## src/rtl/tdpc_pkg.sv

```systemverilog
// Shared widths and constants for the trial division prime counter.
// No dependencies; used by rtl/trial_division_prime_counter.sv.
`timescale 1ns / 1ps

package tdpc_pkg;

  localparam int CAND_W  = 31;
  localparam int DIV_W   = 16;
  localparam int SQ_W    = 32;
  localparam int COUNT_W = 32;
  localparam int LOAD_W  = 64;
  localparam int STEP_W  = 5;

  localparam logic [STEP_W-1:0]  LAST_STEP  = STEP_W'(CAND_W - 1);
  localparam logic [DIV_W-1:0]   FIRST_DIV  = DIV_W'(2);
  localparam logic [SQ_W-1:0]    FIRST_SQ   = SQ_W'(4);
  localparam logic [DIV_W-1:0]   MAX_DIV    = DIV_W'(46341);
  localparam logic [COUNT_W-1:0] COUNT_MAX  = '1;

endpackage

```

## src/rtl/trial_division_prime_counter.sv

```systemverilog
// Trial division prime tester with running prime count and load total.
// Depends on rtl/tdpc_pkg.sv.
`timescale 1ns / 1ps

// One candidate is tested at a time. For each trial divisor, the check state
// compares the running square of the divisor with the candidate, then a
// shared 17-bit restoring subtractor forms candidate mod divisor, one
// candidate bit per cycle over all 31 candidate bits. Candidates 0 and 1 go
// straight to the finish state. in_stall is high from acceptance until the
// result word has been placed in the output register, which holds it until
// it is taken. restart clears both totals before the candidate is counted;
// the count saturates, the load total wraps.
module trial_division_prime_counter (
  input  logic                         clk,
  input  logic                         rst_n,
  input  logic                         in_valid,
  output logic                         in_stall,
  input  logic [tdpc_pkg::CAND_W-1:0]  in_candidate,
  input  logic                         in_restart,
  output logic                         out_valid,
  input  logic                         out_stall,
  output logic                         out_prime_flag,
  output logic [tdpc_pkg::DIV_W-1:0]   out_stop_divisor,
  output logic [tdpc_pkg::COUNT_W-1:0] out_prime_count,
  output logic [tdpc_pkg::LOAD_W-1:0]  out_load_total
);

  localparam logic [1:0] ST_IDLE   = 2'd0;
  localparam logic [1:0] ST_CHECK  = 2'd1;
  localparam logic [1:0] ST_DIV    = 2'd2;
  localparam logic [1:0] ST_FINISH = 2'd3;

  logic [1:0]                   state_r, state_nxt;
  logic [tdpc_pkg::CAND_W-1:0]  cand_r, cand_nxt;
  logic [tdpc_pkg::CAND_W-1:0]  dvd_r, dvd_nxt;
  logic [tdpc_pkg::DIV_W-1:0]   d_r, d_nxt;
  logic [tdpc_pkg::SQ_W-1:0]    sq_r, sq_nxt;
  logic [tdpc_pkg::DIV_W-1:0]   rem_r, rem_nxt;
  logic [tdpc_pkg::STEP_W-1:0]  step_r, step_nxt;
  logic                         prime_r, prime_nxt;
  logic [tdpc_pkg::COUNT_W-1:0] count_r, count_nxt;
  logic [tdpc_pkg::LOAD_W-1:0]  load_r, load_nxt;
  logic                         out_valid_r, out_valid_nxt;
  logic                         out_prime_r, out_prime_nxt;
  logic [tdpc_pkg::DIV_W-1:0]   out_stop_r, out_stop_nxt;
  logic [tdpc_pkg::COUNT_W-1:0] out_count_r, out_count_nxt;
  logic [tdpc_pkg::LOAD_W-1:0]  out_load_r, out_load_nxt;

  logic                         in_take;
  logic                         out_free;
  logic [tdpc_pkg::DIV_W:0]     trial;
  logic [tdpc_pkg::DIV_W:0]     diff;
  logic [tdpc_pkg::DIV_W-1:0]   rem_step;
  logic [tdpc_pkg::COUNT_W-1:0] count_upd;
  logic [tdpc_pkg::LOAD_W-1:0]  load_upd;

  assign in_stall = (state_r != ST_IDLE);
  assign in_take  = in_valid && !in_stall;
  assign out_free = !out_valid_r || !out_stall;

  assign trial    = {rem_r, dvd_r[tdpc_pkg::CAND_W-1]};
  assign diff     = trial - {1'b0, d_r};
  assign rem_step = diff[tdpc_pkg::DIV_W] ? trial[tdpc_pkg::DIV_W-1:0]
                                          : diff[tdpc_pkg::DIV_W-1:0];

  assign count_upd = (prime_r && (count_r != tdpc_pkg::COUNT_MAX)) ?
                     count_r + tdpc_pkg::COUNT_W'(1) : count_r;
  assign load_upd  = load_r + tdpc_pkg::LOAD_W'(d_r);

  always_comb begin
    state_nxt     = state_r;
    cand_nxt      = cand_r;
    dvd_nxt       = dvd_r;
    d_nxt         = d_r;
    sq_nxt        = sq_r;
    rem_nxt       = rem_r;
    step_nxt      = step_r;
    prime_nxt     = prime_r;
    count_nxt     = count_r;
    load_nxt      = load_r;
    out_valid_nxt = out_valid_r && out_stall;
    out_prime_nxt = out_prime_r;
    out_stop_nxt  = out_stop_r;
    out_count_nxt = out_count_r;
    out_load_nxt  = out_load_r;
    unique case (state_r)
      ST_IDLE: begin
        if (in_take) begin
          cand_nxt  = in_candidate;
          d_nxt     = tdpc_pkg::FIRST_DIV;
          sq_nxt    = tdpc_pkg::FIRST_SQ;
          prime_nxt = 1'b0;
          if (in_restart) begin
            count_nxt = '0;
            load_nxt  = '0;
          end
          if (in_candidate < tdpc_pkg::CAND_W'(2)) begin
            d_nxt     = '0;
            state_nxt = ST_FINISH;
          end else begin
            state_nxt = ST_CHECK;
          end
        end
      end
      ST_CHECK: begin
        if (sq_r > {1'b0, cand_r}) begin
          prime_nxt = 1'b1;
          state_nxt = ST_FINISH;
        end else begin
          dvd_nxt   = cand_r;
          rem_nxt   = '0;
          step_nxt  = '0;
          state_nxt = ST_DIV;
        end
      end
      ST_DIV: begin
        rem_nxt  = rem_step;
        dvd_nxt  = {dvd_r[tdpc_pkg::CAND_W-2:0], 1'b0};
        step_nxt = step_r + tdpc_pkg::STEP_W'(1);
        if (step_r == tdpc_pkg::LAST_STEP) begin
          if (rem_step == '0) begin
            state_nxt = ST_FINISH;
          end else begin
            sq_nxt    = sq_r + tdpc_pkg::SQ_W'({d_r, 1'b1});
            d_nxt     = d_r + tdpc_pkg::DIV_W'(1);
            state_nxt = ST_CHECK;
          end
        end
      end
      ST_FINISH: begin
        if (out_free) begin
          out_valid_nxt = 1'b1;
          out_prime_nxt = prime_r;
          out_stop_nxt  = d_r;
          out_count_nxt = count_upd;
          out_load_nxt  = load_upd;
          count_nxt     = count_upd;
          load_nxt      = load_upd;
          state_nxt     = ST_IDLE;
        end
      end
      default: begin
        state_nxt = ST_IDLE;
      end
    endcase
  end

  always_ff @(posedge clk) begin
    if (!rst_n) begin
      state_r     <= ST_IDLE;
      count_r     <= '0;
      load_r      <= '0;
      out_valid_r <= 1'b0;
    end else begin
      state_r     <= state_nxt;
      count_r     <= count_nxt;
      load_r      <= load_nxt;
      out_valid_r <= out_valid_nxt;
    end
  end

  always_ff @(posedge clk) begin
    cand_r      <= cand_nxt;
    dvd_r       <= dvd_nxt;
    d_r         <= d_nxt;
    sq_r        <= sq_nxt;
    rem_r       <= rem_nxt;
    step_r      <= step_nxt;
    prime_r     <= prime_nxt;
    out_prime_r <= out_prime_nxt;
    out_stop_r  <= out_stop_nxt;
    out_count_r <= out_count_nxt;
    out_load_r  <= out_load_nxt;
  end

  assign out_valid        = out_valid_r;
  assign out_prime_flag   = out_prime_r;
  assign out_stop_divisor = out_stop_r;
  assign out_prime_count  = out_count_r;
  assign out_load_total   = out_load_r;

  a_word_from_finish: assert property (@(posedge clk) disable iff (!rst_n)
    $rose(out_valid_r) |-> $past(state_r) == ST_FINISH)
    else $error("result word raised outside finish");

  a_rem_below_div: assert property (@(posedge clk) disable iff (!rst_n)
    state_r == ST_DIV |-> rem_r < d_r)
    else $error("partial remainder not below divisor");

  a_div_range: assert property (@(posedge clk) disable iff (!rst_n)
    state_r == ST_CHECK |-> (d_r >= tdpc_pkg::FIRST_DIV && d_r <= tdpc_pkg::MAX_DIV))
    else $error("trial divisor out of range");

  a_prime_stop: assert property (@(posedge clk) disable iff (!rst_n)
    (out_valid_r && out_prime_r) |-> out_stop_r >= tdpc_pkg::FIRST_DIV)
    else $error("prime word with stop divisor below two");

endmodule

```

## config.mk

```make
export PLATFORM = sky130hd
export DESIGN_NAME = trial_division_prime_counter
export DESIGN_NICKNAME = d
export VERILOG_FILES = /design/src/rtl/tdpc_pkg.sv /design/src/rtl/trial_division_prime_counter.sv
export SDC_FILE = /design/constraint.sdc
export NUM_CORES = 1
export LEC_CHECK = 0
export BUFFER_PORTS_ARGS = -buffer_cell sky130_fd_sc_hd__buf_2
export CAP_MARGIN = 20
export CORE_UTILIZATION = 65
export DETAILED_ROUTE_END_ITERATION = 10
export PLACE_DENSITY = 0.86
export SETUP_SLACK_MARGIN = 0.15
export SLEW_MARGIN = 20
export SYNTH_ARGS = -nofsm -noshare
export SYNTH_HDL_FRONTEND = slang
export SYNTH_SLANG_ARGS = --single-unit
export TNS_END_PERCENT = 50
```

## constraint.sdc

```tcl
create_clock -name clk -period 9.8 [get_ports clk]
set_clock_uncertainty 0.15 [all_clocks]
set_input_delay 1.96 -clock clk [delete_from_list [all_inputs] [get_ports clk]]
set_output_delay 1.96 -clock clk [all_outputs]
set_load 0.03 [all_outputs]
```

# == Yosys cells after proc, flatten, opt, wreduce, memory -nomap -nowiden ==
# Cells that the tools add are included.
# op_classes
n_addsub,6
order_cmp,2
n_eq_ne,12
muxes,37
reduce_logical,21
# ops
cell,n
2-to-1 mux 32 bit,7
2-to-1 mux 64 bit,3
case mux 32 bit (2 select lines),2
case mux 64 bit (2 select lines),1
2-to-1 mux 16 bit,5
adder 64 x 16 -> 64 bit,1
case mux 16 bit (2 select lines),2
case mux 31 bit (2 select lines),1
"adder 32 x 1 -> 32 bit, second input constant",1
adder 32 x 17 -> 32 bit,1
greater-than comparator 32 x 31 -> 1 bit,1
"inequality test 32 bit, second input constant",1
"less-than comparator 31 x 2 -> 1 bit, second input constant",1
2-to-1 mux 31 bit,1
subtractor 17 x 16 -> 17 bit,1
"adder 16 x 1 -> 16 bit, second input constant",1
logical NOT 16 bit,1
"inequality test 2 bit, second input constant",7
2-to-1 mux 2 bit,6
case mux 5 bit (2 select lines),1
nonzero test 2 bit,5
case mux 2 bit (4 select lines),1
AND reduction 4 bit,2
AND reduction 2 bit,3
12 further kinds,22
# word_totals
regBits,344
input_bits,36
wordCells,93

# == Logic depth before layout (Yosys ltp) ==
# Gate-level depths: netlist (run 1).
# depth
ltp_word,6
depth_mapped,12
mapped_depth_nobuf,12

# == Least setup slack after synthesis (run 1) ==
# OpenSTA, ideal clock, no wires.
# synth_path
kind,input to register
startpoint,input out_stall
endpoint,register count_r[1] in the netlist's numbering
setup_time_ns,0.080
arrival_ns,6.122
path_slack_ns,3.448
stages,6
cell_sequence,nand2_1 nand3_1 clkinv_1 clkbuf_1 a22oi_1 nor2_1
# synth_between
elab_chain_len,4
# synth_lines
element,line_no,rtl
from (decl),trial_division_prime_counter.sv:21,"input logic out_stall,"
logical NOT 1 bit,trial_division_prime_counter.sv:59,assign out_free = !out_valid_r || !out_stall;
logical OR 1 bit,trial_division_prime_counter.sv:59,
inequality test 2 bit (no line),--,
AND reduction 4 bit (no line),--,
to (signal assigned),trial_division_prime_counter.sv:156,count_r <= count_nxt;
to (decl),trial_division_prime_counter.sv:41,"logic [tdpc_pkg::COUNT_W-1:0] count_r, count_nxt;"
# No other way between the ends.
# A chain may end at the register's enable or synchronous reset.

# == Worst setup path after layout (run 1) ==
# layout_path
startpoint,input out_stall
endpoint,register count_r[28] in the netlist's numbering
# Same word-level chain as after synthesis.

==> summary.txt, run 1 <==
Cells and area
  • Post-layout util: 74.9%
  • Filler cells: about 1800
  • Antenna cell count: 0
  • Finished Cell Area: between 20000 and 25000 um2
  • Area Growth Syn to Fin: 13.4%
  • Final nets: around 2000
  • Fraction of layout instances using a drive strength above 1: between 10% and 20%

Timing
  • Final min period: 4.64 ns
  • Rel. slew slack: 25.4%
  • Slew Limit Fails: 0
  • RSZ-0062 raised after global routing: no
  • FMAX: about 220 MHz
  • Period utilization: around 47%
  • Total negative slack: 0 ns
  • Worst slew pin tran: 1.12 ns
  • Final WS setup: 5.16 ns
  • Final setup viols: 0
  • Hold Vio Cnt, Final: 0
  • WHS: between 0.3 and 0.4 ns

Clock network
  • Postcts setup bufs: 0
  • Worst-path clk slew: about 0.060 ns
  • Latest clock arrival within the worst-skew pair: between 0.5 and 0.6 ns
  • Clock Tree Buf Depth: 3
  • Hold buffer count at cts: 0
  • Number of clock sinks: 344
  • Resized Gates After CTS: 0
  • H-Tree Depth: 2
  • Root Buffer: clkbuf_16
  • Num CTS Buffers: 36
  • CTS tree: yes

Critical path
  • Worst path required time: between 10 and 15 ns
  • CP max-delay cell: nand2_1
  • CP Buf/Inv Count: 3
  • Critical Path, Cell by Cell: buf_2, nand2_1, nand3_1, buf_4, inv_6, a21oi_2, nand2_1, o21ai_0, a22o_1
  • Delay-heaviest family, CP: compound AO/OA/AOI/OAI gates
  • Crit. End Element: register
  • Worst endpoint data arrival time: around 5.0 ns
  • CP Class: in -> reg
  • Most used cell, CP: nand2_1
  • FF-to-FF setup slack: roughly 5.2 ns
  • Critical path fanouts, max: between 60 and 70
  • Slowest stage delay, CP: approximately 0.86 ns
  • Setup crit start kind: primary input

GRT
  • First-pass GRT wire length: 66700 um
  • Vias in the first global route: 13208
  • Met3 track demand over resource: under 10%
  • GR Util met1: approximately two fifths
  • Initial antenna violation count: 0
  • Tot GR Track Use: 29.7%
  • Grt total ovfl: 0
  • Global routing's busiest layer: met2
  • Met2 usage: roughly half
  • Largest net degree at the start of global routing: 79

Placed design
  • Port Buffer Count: 150
  • Placer Congestion: 0.895
  • Area after DPL: roughly 19000 um2
  • Worst slack, placed: about 4.7 ns
  • Post-DP HPWL: around 28000 um

Route
  • Detailed-router iteration count before antenna repair: 5
  • Antenna viol nets, final: 0
  • Drt via density: between 6 and 7
  • DRC: 0
  • Iteration-0 DRC Markers: about 1200
  • Mean routed wirelength per cell: about 19 um
  • Via count: ~14000
  • Routed WL: 41100 um

Synth
  • Most frequent cell after synthesis: edfxtp_1
  • Yosys warnings: 0
  • Area share of the largest cell type after synthesis: between 40% and 50%
  • Post-synth EDFFs: around 250
  • Largest cells by area after synthesis: edfxtp_1, dfxtp_1, ha_1
  • Seq/Total Area, Yosys: approximately 53%
  • Yosys reg bits: around 340
  • Ys async rst share: 0%
  • Synth top cells by count: edfxtp_1, nor2_1, nand2_1
  • Cell variety after synth: 78
  • Synthesized net count: around 1800
  • Avg Cell Area, Syn: ~10 um2
  • Mapped cell area: about 18000 um2
  • Post-Syn Instances: 1694
  • Top_reg_cell synth: edfxtp_1
  • Largest area contributor in the netlist: edfxtp_1

Die
  • Die area: between 20000 and 30000 um2
  • Rows: 60
  • # IOs: about 150
  • Core area: about 27000 um2
  • Chip width: about 170 um
  • Die height: 167 um
  • Initial core utilization: 66.0%

Power and ir drop
  • Leak Pwr: between 7 and 8 nW
  • Peak VDD IR: between 0.1 and 0.15 mV
  • Pwr dens: about 190 nW/um2

Status
  • Outcome: complete, no violations

Min path
  • Worst Hold Class: reg -> reg

Job
  • Max Cap Viol: 0
worst paths after layout:
| kind | startpoint | to | cells past startpoint |
|---|---|---|---|
| worst max-delay path | out_stall | count_r[28] | 9 |
| worst min-delay path | load_r[13] | load_r[13] | 1 |
| worst max register to register | d_r[0] | sq_r[21] | 13 |
| worst min register to register | load_r[13] | load_r[13] | 1 |
worst register-to-register path: stages, from the launching register on:
cell,delay [ns]
edfxtp_1,0.53
ha_1,0.28
fa_1,0.39
nand2b_1,0.17
a21o_1,0.21
a21oi_4,0.26
a211oi_2,0.14
a311oi_4,0.29
buf_4,0.36
mux2i_1,0.17
o2111a_1,0.16
a31oi_1,0.33
a21boi_4,0.23
buf_4,0.53
sequential cells by signal (all words and copies together), names as in the netlist:
signal,flops
d_r,16
rem_r,16
prime_r,1
load_r,64
out_prime_count,32
sq_r,32
step_r,5
count_r,32
out_prime_flag,1
dvd_r,31
out_valid,1
state_r,2
out_load_total,64
cand_r,31
out_stop_divisor,16
cell type report:
class	count	area, um2	area share [%]
clock buffer	44	973	4.85
clock inverter	22	345	1.72
inverter	89	339	1.69
multi-input combinational	1193	7820	38.9
sequential	344	9340	46.5
tap	341	427	2.13
timing repair buffer	161	833	4.15
cell usage in the layout (no fill, tap or decap), types with 20 or more instances in the layout:
cell type and count:
inv_1 88, buf_2 150, nand3_1 52, nand2b_1 20
ha_1 83, a21o_1 33, and3_1 27, xnor2_1 90
nand2_1 149, nor3_1 44, edfxtp_1 245, nor2_1 149
xor2_1 49, nand4_1 25, dfxtp_1 99, a21oi_1 89
clkbuf_16 38, a31oi_1 32, o21ai_0 97
routing by layer:
layer	up-vias	part of all wire, %
met2	552	49
met4	0	3.8
li1	6455	-
met5	-	0
met3	118	6.5
met1	6439	41
cell families (layout without fill, tap and decap cells):
family | count (synthesis) | in the layout | share of synthesized area [%]
buffers and inverters | 157 | 316 | 3.41
xor gates and xnor gates | 139 | 139 | 6.88
and+or+nand+nor | 553 | 553 | 15.1
adders and majority gates | 86 | 86 | 6.21
AOI/OAI and AO/OA | 405 | 405 | 15.1
DFF | 344 | 344 | 52.8
muxes | 10 | 10 | 0.566
through the flow:
stage / power, mW / cells
after floorplan: 2.15 / 1694
after global placement: 2.28 / 2128
after detailed placement: 2.30 / 2128
after CTS: 3.82 / 2194
after global routing: 3.94 / 2194
final: 3.81 / 2194
power by group:
| group | total [mW] | switching (mW) | leakage [nW] | internal [mW] |
|---|---|---|---|---|
| clock | 1.52 | 0.578 | 0.637 | 0.947 |
| combinational | 0.566 | 0.365 | 4.01 | 0.201 |
| sequential | 1.72 | 0.0607 | 3.00 | 1.66 |
Note: power is estimated with default switching activity, not from simulation.
==> inputs of run 2 (changes only) <==
--- a/config.mk
+++ b/config.mk
@@ -7,9 +7,9 @@
 export LEC_CHECK = 0
 export BUFFER_PORTS_ARGS = -buffer_cell sky130_fd_sc_hd__buf_2
 export CAP_MARGIN = 20
-export CORE_UTILIZATION = 65
+export CORE_UTILIZATION = 55
 export DETAILED_ROUTE_END_ITERATION = 10
-export PLACE_DENSITY = 0.86
+export PLACE_DENSITY = 0.77
 export SETUP_SLACK_MARGIN = 0.15
 export SLEW_MARGIN = 20
 export SYNTH_ARGS = -nofsm -noshare
==> constraint.sdc (replaced) <==
create_clock -name clk -period 4.2 [get_ports clk]
set_clock_uncertainty 0.15 [all_clocks]
set_input_delay 0.84 -clock clk [delete_from_list [all_inputs] [get_ports clk]]
set_output_delay 0.84 -clock clk [all_outputs]
set_load 0.03 [all_outputs]
==> run 2 against run 1 <==
  * Non-clock buffer count up 24
  * Utilization shrank 11 points
  * Clock power increased by 110%
  * Wire length increased by 1.2%
  * Clock-buffer cell count is 5 higher
  * Worst setup slack lost 4.8 ns
  * Register-to-register slack lost 4.8 ns
  * Worst hold slack got worse by 0.019 ns
  * Cell area up 0.66%
  * Global-route usage fell by 4.5 points
  * First-iteration DRC count fell by 13%
  * Largest power group unchanged
==> summary.txt, run 2 (synthesis results as in run 1) <==
Status
  • Outcome: complete, no violations (unchanged)

Clock network
  • Latest clock arrival within the worst-skew pair: 0.52 ns (was 0.53 ns)
  • Clock Tree Buf Depth: 3 (unchanged)
  • Postcts setup bufs: 0 (unchanged)
  • Worst-path clk slew: 0.06 ns (about the same)
  • Resized Gates After CTS: 0 (unchanged)
  • Root Buffer: clkbuf_16 (unchanged)
  • CTS tree: yes (unchanged)
  • Num CTS Buffers: 37 (was 36)
  • H-Tree Depth: 2 (unchanged)
  • Hold buffer count at cts: 0 (unchanged)
  • Number of clock sinks: 344 (unchanged)

Placed design
  • Port Buffer Count: 150 (unchanged)
  • Worst slack, placed: 0.352 ns (was 4.66 ns)
  • Area after DPL: 19000 um2 (was 18800 um2)
  • Placer Congestion: 0.897 (was 0.895)
  • Post-DP HPWL: 29400 um (was 27800 um)

GRT
  • Vias in the first global route: 12938 (was 13208)
  • Tot GR Track Use: 25.2% (was 29.7%)
  • Largest net degree at the start of global routing: 86 (was 79)
  • Grt total ovfl: 0 (unchanged)
  • Initial antenna violation count: 1 (was 0)
  • First-pass GRT wire length: 66500 um (was 66700 um)

Die
  • Die area: 32900 um2 (was 27900 um2)
  • # IOs: 151 (unchanged)
  • Core area: 31600 um2 (was 26800 um2)
  • Rows: 65 (was 60)
  • Die height: 181 um (was 167 um)
  • Initial core utilization: 55.9% (was 66.0%)
  • Chip width: 181 um (was 167 um)

Critical path
  • Delay-heaviest family, CP: compound AO/OA/AOI/OAI gates (unchanged)
  • R2R Path End: sq_r[10] (was sq_r[21])
  • Reg2Reg Depth: 14 (was 13)
  • Critical Path, Cell by Cell: inv_1, ha_2, fa_2, nand2b_1, a21o_1, a21oi_4, a211oi_2, a311oi_4, buf_4, buf_4, o41ai_1, a31oi_1, a21boi_4, buf_12 (was buf_2, nand2_1, nand3_1, buf_4, inv_6, a21oi_2, nand2_1, o21ai_0, a22o_1)
  • CP max-delay cell: edfxtp_1 (was nand2_1)
  • Crit path to: sq_r[10] (was count_r[28])
  • FF-to-FF setup slack: 0.35 ns (was 5.20 ns)
  • Most used cell, CP: buf_4 (was nand2_1)
  • CP Class: reg -> reg (was in -> reg)
  • Worst setup path startpoint: dvd_r[30] (was out_stall)
  • Slowest stage delay, CP: 0.37 ns (was 0.86 ns)
  • Worst path required time: 4.24 ns (was 10.11 ns)
  • Critical path fanouts, max: 48 (was 67)
  • CP Buf/Inv Count: 4 (was 3)
  • Launch point of the worst reg-to-reg path: dvd_r[30] (was d_r[0])
  • Worst endpoint data arrival time: 3.89 ns (was 4.96 ns)
  • Crit path depth: 14 (was 9)
  • Setup crit start kind: register (was primary input)
  • Crit. End Element: register (unchanged)

Cells and area
  • Final nets: 1972 (was 1947)
  • Post-layout util: 63.9% (was 74.9%)
  • Area Growth Syn to Fin: 14.2% (was 13.4%)
  • Fraction of layout instances using a drive strength above 1: 15.3% (was 14.1%)
  • Leading cell type in the layout, fill and taps excluded: edfxtp_1 (unchanged)
  • Commonest cells after routing, fill and taps aside: edfxtp_1, buf_2, nor2_1, nand2_1, dfxtp_1 (unchanged)
  • Finished Cell Area: 20200 um2 (was 20100 um2)

Route
  • Routed WL: 41600 um (was 41100 um)
  • Mean routed wirelength per cell: 18.3 um (was 18.8 um)
  • Drt via density: 5.92 (was 6.18)
  • Detailed-router iteration count before antenna repair: 5 (unchanged)
  • Antenna viol nets, final: 0 (unchanged)
  • Via count: 13495 (was 13564)
  • DRC: 0 (unchanged)
  • Iteration-0 DRC Markers: 1055 (was 1210)

Timing
  • Final WS setup: 0.350 ns (was 5.16 ns)
  • Total negative slack: 0 ns (unchanged)
  • WHS: 0.316 ns (was 0.336 ns)
  • Final min period: 3.85 ns
  • Slew Limit Fails: 0 (unchanged)
  • Hold Vio Cnt, Final: 0 (unchanged)
  • Final setup viols: 0 (unchanged)
  • FMAX: approximately 260 MHz
  • Rel. slew slack: 26.8% (was 25.4%)
  • Worst slew pin tran: 1.10 ns (was 1.12 ns)
  • RSZ-0062 raised after global routing: no (unchanged)
  • Period utilization: roughly nine tenths

Power and ir drop
  • Peak VDD IR: 0.417 mV (was 0.131 mV)
  • Pwr dens: 423 nW/um2 (was 190 nW/um2)
  • Leak Pwr: 7.69 nW (was 7.65 nW)

Min path
  • Worst Hold Class: reg -> reg (unchanged)
  • Hold path cells: 1 (unchanged)

Job
  • Max Cap Viol: 0 (unchanged)
==> run 2: changes by cell type in the layout (fill, tap and decap cells not counted), sizes merged <==
cell,before,now
clkinvlp,2,5
diode,0,1
clkbuf,44,49
buf,161,185
bufinv,9,2
==> run 2: stage by stage <==
stage,cells,total power [mW]
after floorplan,1694,5.02
after detailed placement,2213,5.43
final,2281,8.55
after CTS,2280,8.59
after global routing,2280,8.87
after global placement,2213,5.40
==> run 2: layer usage <==
layer	share of wire [%]	wire length [um]	global-route usage (%)	vias up
met5	0	0	0	-
met3	5.4	2240	2.96	73
li1	-	-	-	6517
met1	44	18500	34.8	6466
met4	2.9	1220	7.97	0
met2	47	19700	41.6	439
==> run 2: worst min-delay path by stage <==
stage                          start          to  slack, ns
final                     load_r[37]  load_r[37]       0.32
after CTS                 load_r[37]  load_r[37]       0.32
after global placement    load_r[37]  load_r[37]       0.28
after floorplan           load_r[37]  load_r[37]       0.26
after global routing      load_r[37]  load_r[37]       0.33
after detailed placement  load_r[37]  load_r[37]       0.31
==> run 2: final cells by class <==
class,instances,area [um2]
diodes,1,2.50
clock buffers,49,1020
clock inverters,18,158
fillers,2445,11400
inverters,89,339
multi-input cells,1193,7820
flip-flops and latches,344,9340
well taps,402,503
repair buffers,185,1030
==> run 2: where the power goes <==
part / internal, mW / switching, mW / total (mW)
Clock: 1.84 / 1.33 / 3.17
Sequential: 3.88 / 0.110 / 3.98
Combinational: 0.501 / 0.891 / 1.39
Total: 6.22 / 2.33 / 8.55
==> run 2: worst register-to-register path: stages, from the launching register on <==
cell      delay (ns)
edfxtp_1        0.37
inv_1           0.06
ha_2            0.18
fa_2            0.35
nand2b_1        0.17
a21o_1          0.25
a21oi_4         0.30
a211oi_2        0.14
a311oi_4        0.27
buf_4           0.20
buf_4           0.24
o41ai_1         0.12
a31oi_1         0.19
a21boi_4        0.23
buf_12          0.29
==> inputs of run 3 (changes only) <==
==> constraint.sdc (replaced) <==
create_clock -name clk -period 4.2 [get_ports clk]
set_clock_uncertainty 0.15 [all_clocks]
set_input_delay 0.42 -clock clk [delete_from_list [all_inputs] [get_ports clk]]
set_output_delay 0.42 -clock clk [all_outputs]
set_load 0.03 [all_outputs]
==> run 3 against run 2 <==
  * Total power up 2.6%
  * Die area unchanged
  * Maximum frequency down 1.2%
  * Critical path depth down 2
  * Flip-flop and latch count unchanged
  * Largest power group unchanged
  * Via count up 1.3%
  * Global-route usage up 0.61 points
  * Largest cell class unchanged
  * Sequential share of layout area down 0.85 points
  * Sequential power about the same
  * Clock power up 6%
  * Worst hold slack worse by 0.22 ns
==> summary.txt, run 3 (synthesis results as in run 1) <==
GRT
  • Tot GR Track Use: 25.8% (was 25.2%)
  • First-pass GRT wire length: 67800 um (was 66500 um)
  • Vias in the first global route: 13040 (was 12938)
  • Initial antenna violation count: 0 (was 1)
  • Largest net degree at the start of global routing: 87 (was 86)
  • Grt total ovfl: 0 (unchanged)

Cells and area
  • Sequential cell area: 9340 um2 (unchanged)
  • Finished Cell Area: 20600 um2 (was 20200 um2)
  • Fraction of layout instances using a drive strength above 1: 15.2% (was 15.3%)
  • Filler cells: 2412 (was 2445)
  • Leading cell type in the layout, fill and taps excluded: edfxtp_1 (unchanged)
  • Area Growth Syn to Fin: 16.3% (was 14.2%)
  • Final nets: 2004 (was 1972)
  • Area of the multi-input gates: 7820 um2 (unchanged)
  • Post-layout util: 65.1% (was 63.9%)
  • Commonest cells after routing, fill and taps aside: edfxtp_1, buf_2, nor2_1, nand2_1, dfxtp_1 (unchanged)
  • Antenna cell count: 0 (was 1)

Power and ir drop
  • Internal: 6.40 mW (was 6.22 mW)
  • Logic gate share of total power: 16.2% (was 16.3%)
  • Peak VDD IR: 0.340 mV (was 0.417 mV)
  • Flop pwr share: 45.5% (was 46.6%)
  • Switch Pwr: 2.37 mW (was 2.33 mW)
  • Leak Pwr: 7.86 nW (was 7.69 nW)
  • Pwr dens: 426 nW/um2 (was 423 nW/um2)
  • Net Sw Frac: 27.0% (was 27.3%)
  • Clock share of power: 38.3% (was 37.1%)

Placed design
  • Post-DP HPWL: 29400 um (about the same)
  • Port Buffer Count: 150 (unchanged)
  • Worst slack, placed: 0.358 ns (was 0.352 ns)
  • Area after DPL: 19000 um2 (about the same)
  • Placer Congestion: 0.912 (was 0.897)

Job
  • Max Cap Viol: 0 (unchanged)

Die
  • Initial core utilization: 55.9% (unchanged)
  • Die area: 32900 um2 (unchanged)
  • Core area: 31600 um2 (unchanged)
  • # IOs: 151 (unchanged)
  • Chip width: 181 um (unchanged)
  • Die height: 181 um (unchanged)
  • Rows: 65 (unchanged)

Timing
  • Worst slew pin tran: 1.18 ns (was 1.10 ns)
  • Total negative slack: 0 ns (unchanged)
  • Final WS setup: 0.302 ns (was 0.350 ns)
  • FMAX: 257 MHz (was 260 MHz)
  • Final min period: 3.90 ns (was 3.85 ns)
  • WHS: 0.0935 ns (was 0.316 ns)
  • Final setup viols: 0 (unchanged)
  • Rel. slew slack: 21.4% (was 26.8%)
  • Hold Vio Cnt, Final: 0 (unchanged)
  • Slew Limit Fails: 0 (unchanged)
  • RSZ-0062 raised after global routing: no (unchanged)
  • Period utilization: 92.8% (was 91.7%)

Route
  • Detailed-router iteration count before antenna repair: 5 (unchanged)
  • DRC: 0 (unchanged)
  • Via count: 13674 (was 13495)
  • Mean routed wirelength per cell: 18.3 um (about the same)
  • Antenna viol nets, final: 0 (unchanged)
  • Drt via density: 5.92 (about the same)
  • Routed WL: 42400 um (was 41600 um)
  • Iteration-0 DRC Markers: 1280 (was 1055)

Clock network
  • Clock Tree Buf Depth: 3 (unchanged)
  • Number of clock sinks: 344 (unchanged)
  • Resized Gates After CTS: 0 (unchanged)
  • Num CTS Buffers: 38 (was 37)
  • Worst-path clk slew: 0.06 ns (about the same)
  • Root Buffer: clkbuf_16 (unchanged)
  • CTS tree: yes (unchanged)
  • Latest clock arrival within the worst-skew pair: 0.53 ns (was 0.52 ns)
  • H-Tree Depth: 2 (unchanged)

Min path
  • Worst Hold Class: in -> reg (was reg -> reg)

Critical path
  • Critical path fanouts, max: 18 (was 48)
  • CP Class: reg -> reg (unchanged)
  • Worst endpoint data arrival time: 3.94 ns (was 3.89 ns)
  • Worst path required time: 4.24 ns (about the same)
  • Crit. End Element: register (unchanged)
  • Setup crit start kind: register (unchanged)

Status
  • Outcome: complete, no violations (unchanged)
[run 3: cell count changes in the layout (fill, tap and decap cells not counted)]
cell           change
dlygate4sd3_1     +31
clkbuf_1           -4
bufinv_16          +3
clkinv_2           +2
clkinvlp_4         -2
clkbuf_8           -1
clkinv_1           +1
clkinv_4           +1
diode_2            -1
[run 3: cell type report]
| cell class | instances | area share [%] |
|---|---|---|
| flip-flops and latches | 344 | 45.4 |
| multi-input cells | 1193 | 38.0 |
| repair buffers | 216 | 6.49 |
| clock buffers | 44 | 4.83 |
| well taps | 402 | 2.44 |
| inverters | 89 | 1.65 |
| clock inverters | 23 | 1.24 |
[run 3: what timing repair did]
action,in CTS,in global routing
endpoints found under the hold margin,31,0
hold buffers,31,0
endpoints found under the setup margin,0,18
buffers inserted,0,2
[run 3: layer usage]
layer	GRT usage [%]	up-vias	wire, um
li1	-	6576	-
met3	4.03	79	2800
met1	34.8	6528	18400
met5	0	-	0
met4	8.92	0	1310
met2	42.5	491	19900
[run 3: critical path, stage by stage, from the launching register on]
cell,delay [ns]
edfxtp_1,0.39
ha_2,0.21
fa_2,0.35
nand2b_1,0.17
a21o_1,0.24
a21oi_4,0.30
a211oi_2,0.14
a311oi_4,0.47
mux2i_1,0.18
o2111a_1,0.18
a31oi_1,0.24
a21boi_4,0.25
buf_4,0.29
[run 3: power by group through the flow]
stage	sequential (mW)	clock (mW)	combinational, mW
after floorplan	4.11	0	0.908
after global placement	4.05	0	1.34
after detailed placement	4.06	0	1.37
after CTS	3.99	3.41	1.40
after global routing	4.00	3.54	1.56
final	3.99	3.36	1.42
[run 3: metrics by stage]
stage	total power [mW]	instances
after floorplan	5.02	1694
after global placement	5.39	2211
after detailed placement	5.42	2211
after CTS	8.80	2309
after global routing	9.11	2311
final	8.77	2311
[run 3: final timing paths]
check	from	to	slack [ns]	cells past startpoint
setup / recovery	d_r[0]	d_r[0]	0.30	12
hold / removal	out_stall	out_valid	0.09	3
setup reg to reg	d_r[0]	d_r[0]	0.30	12
hold reg to reg	load_r[37]	load_r[37]	0.29	1
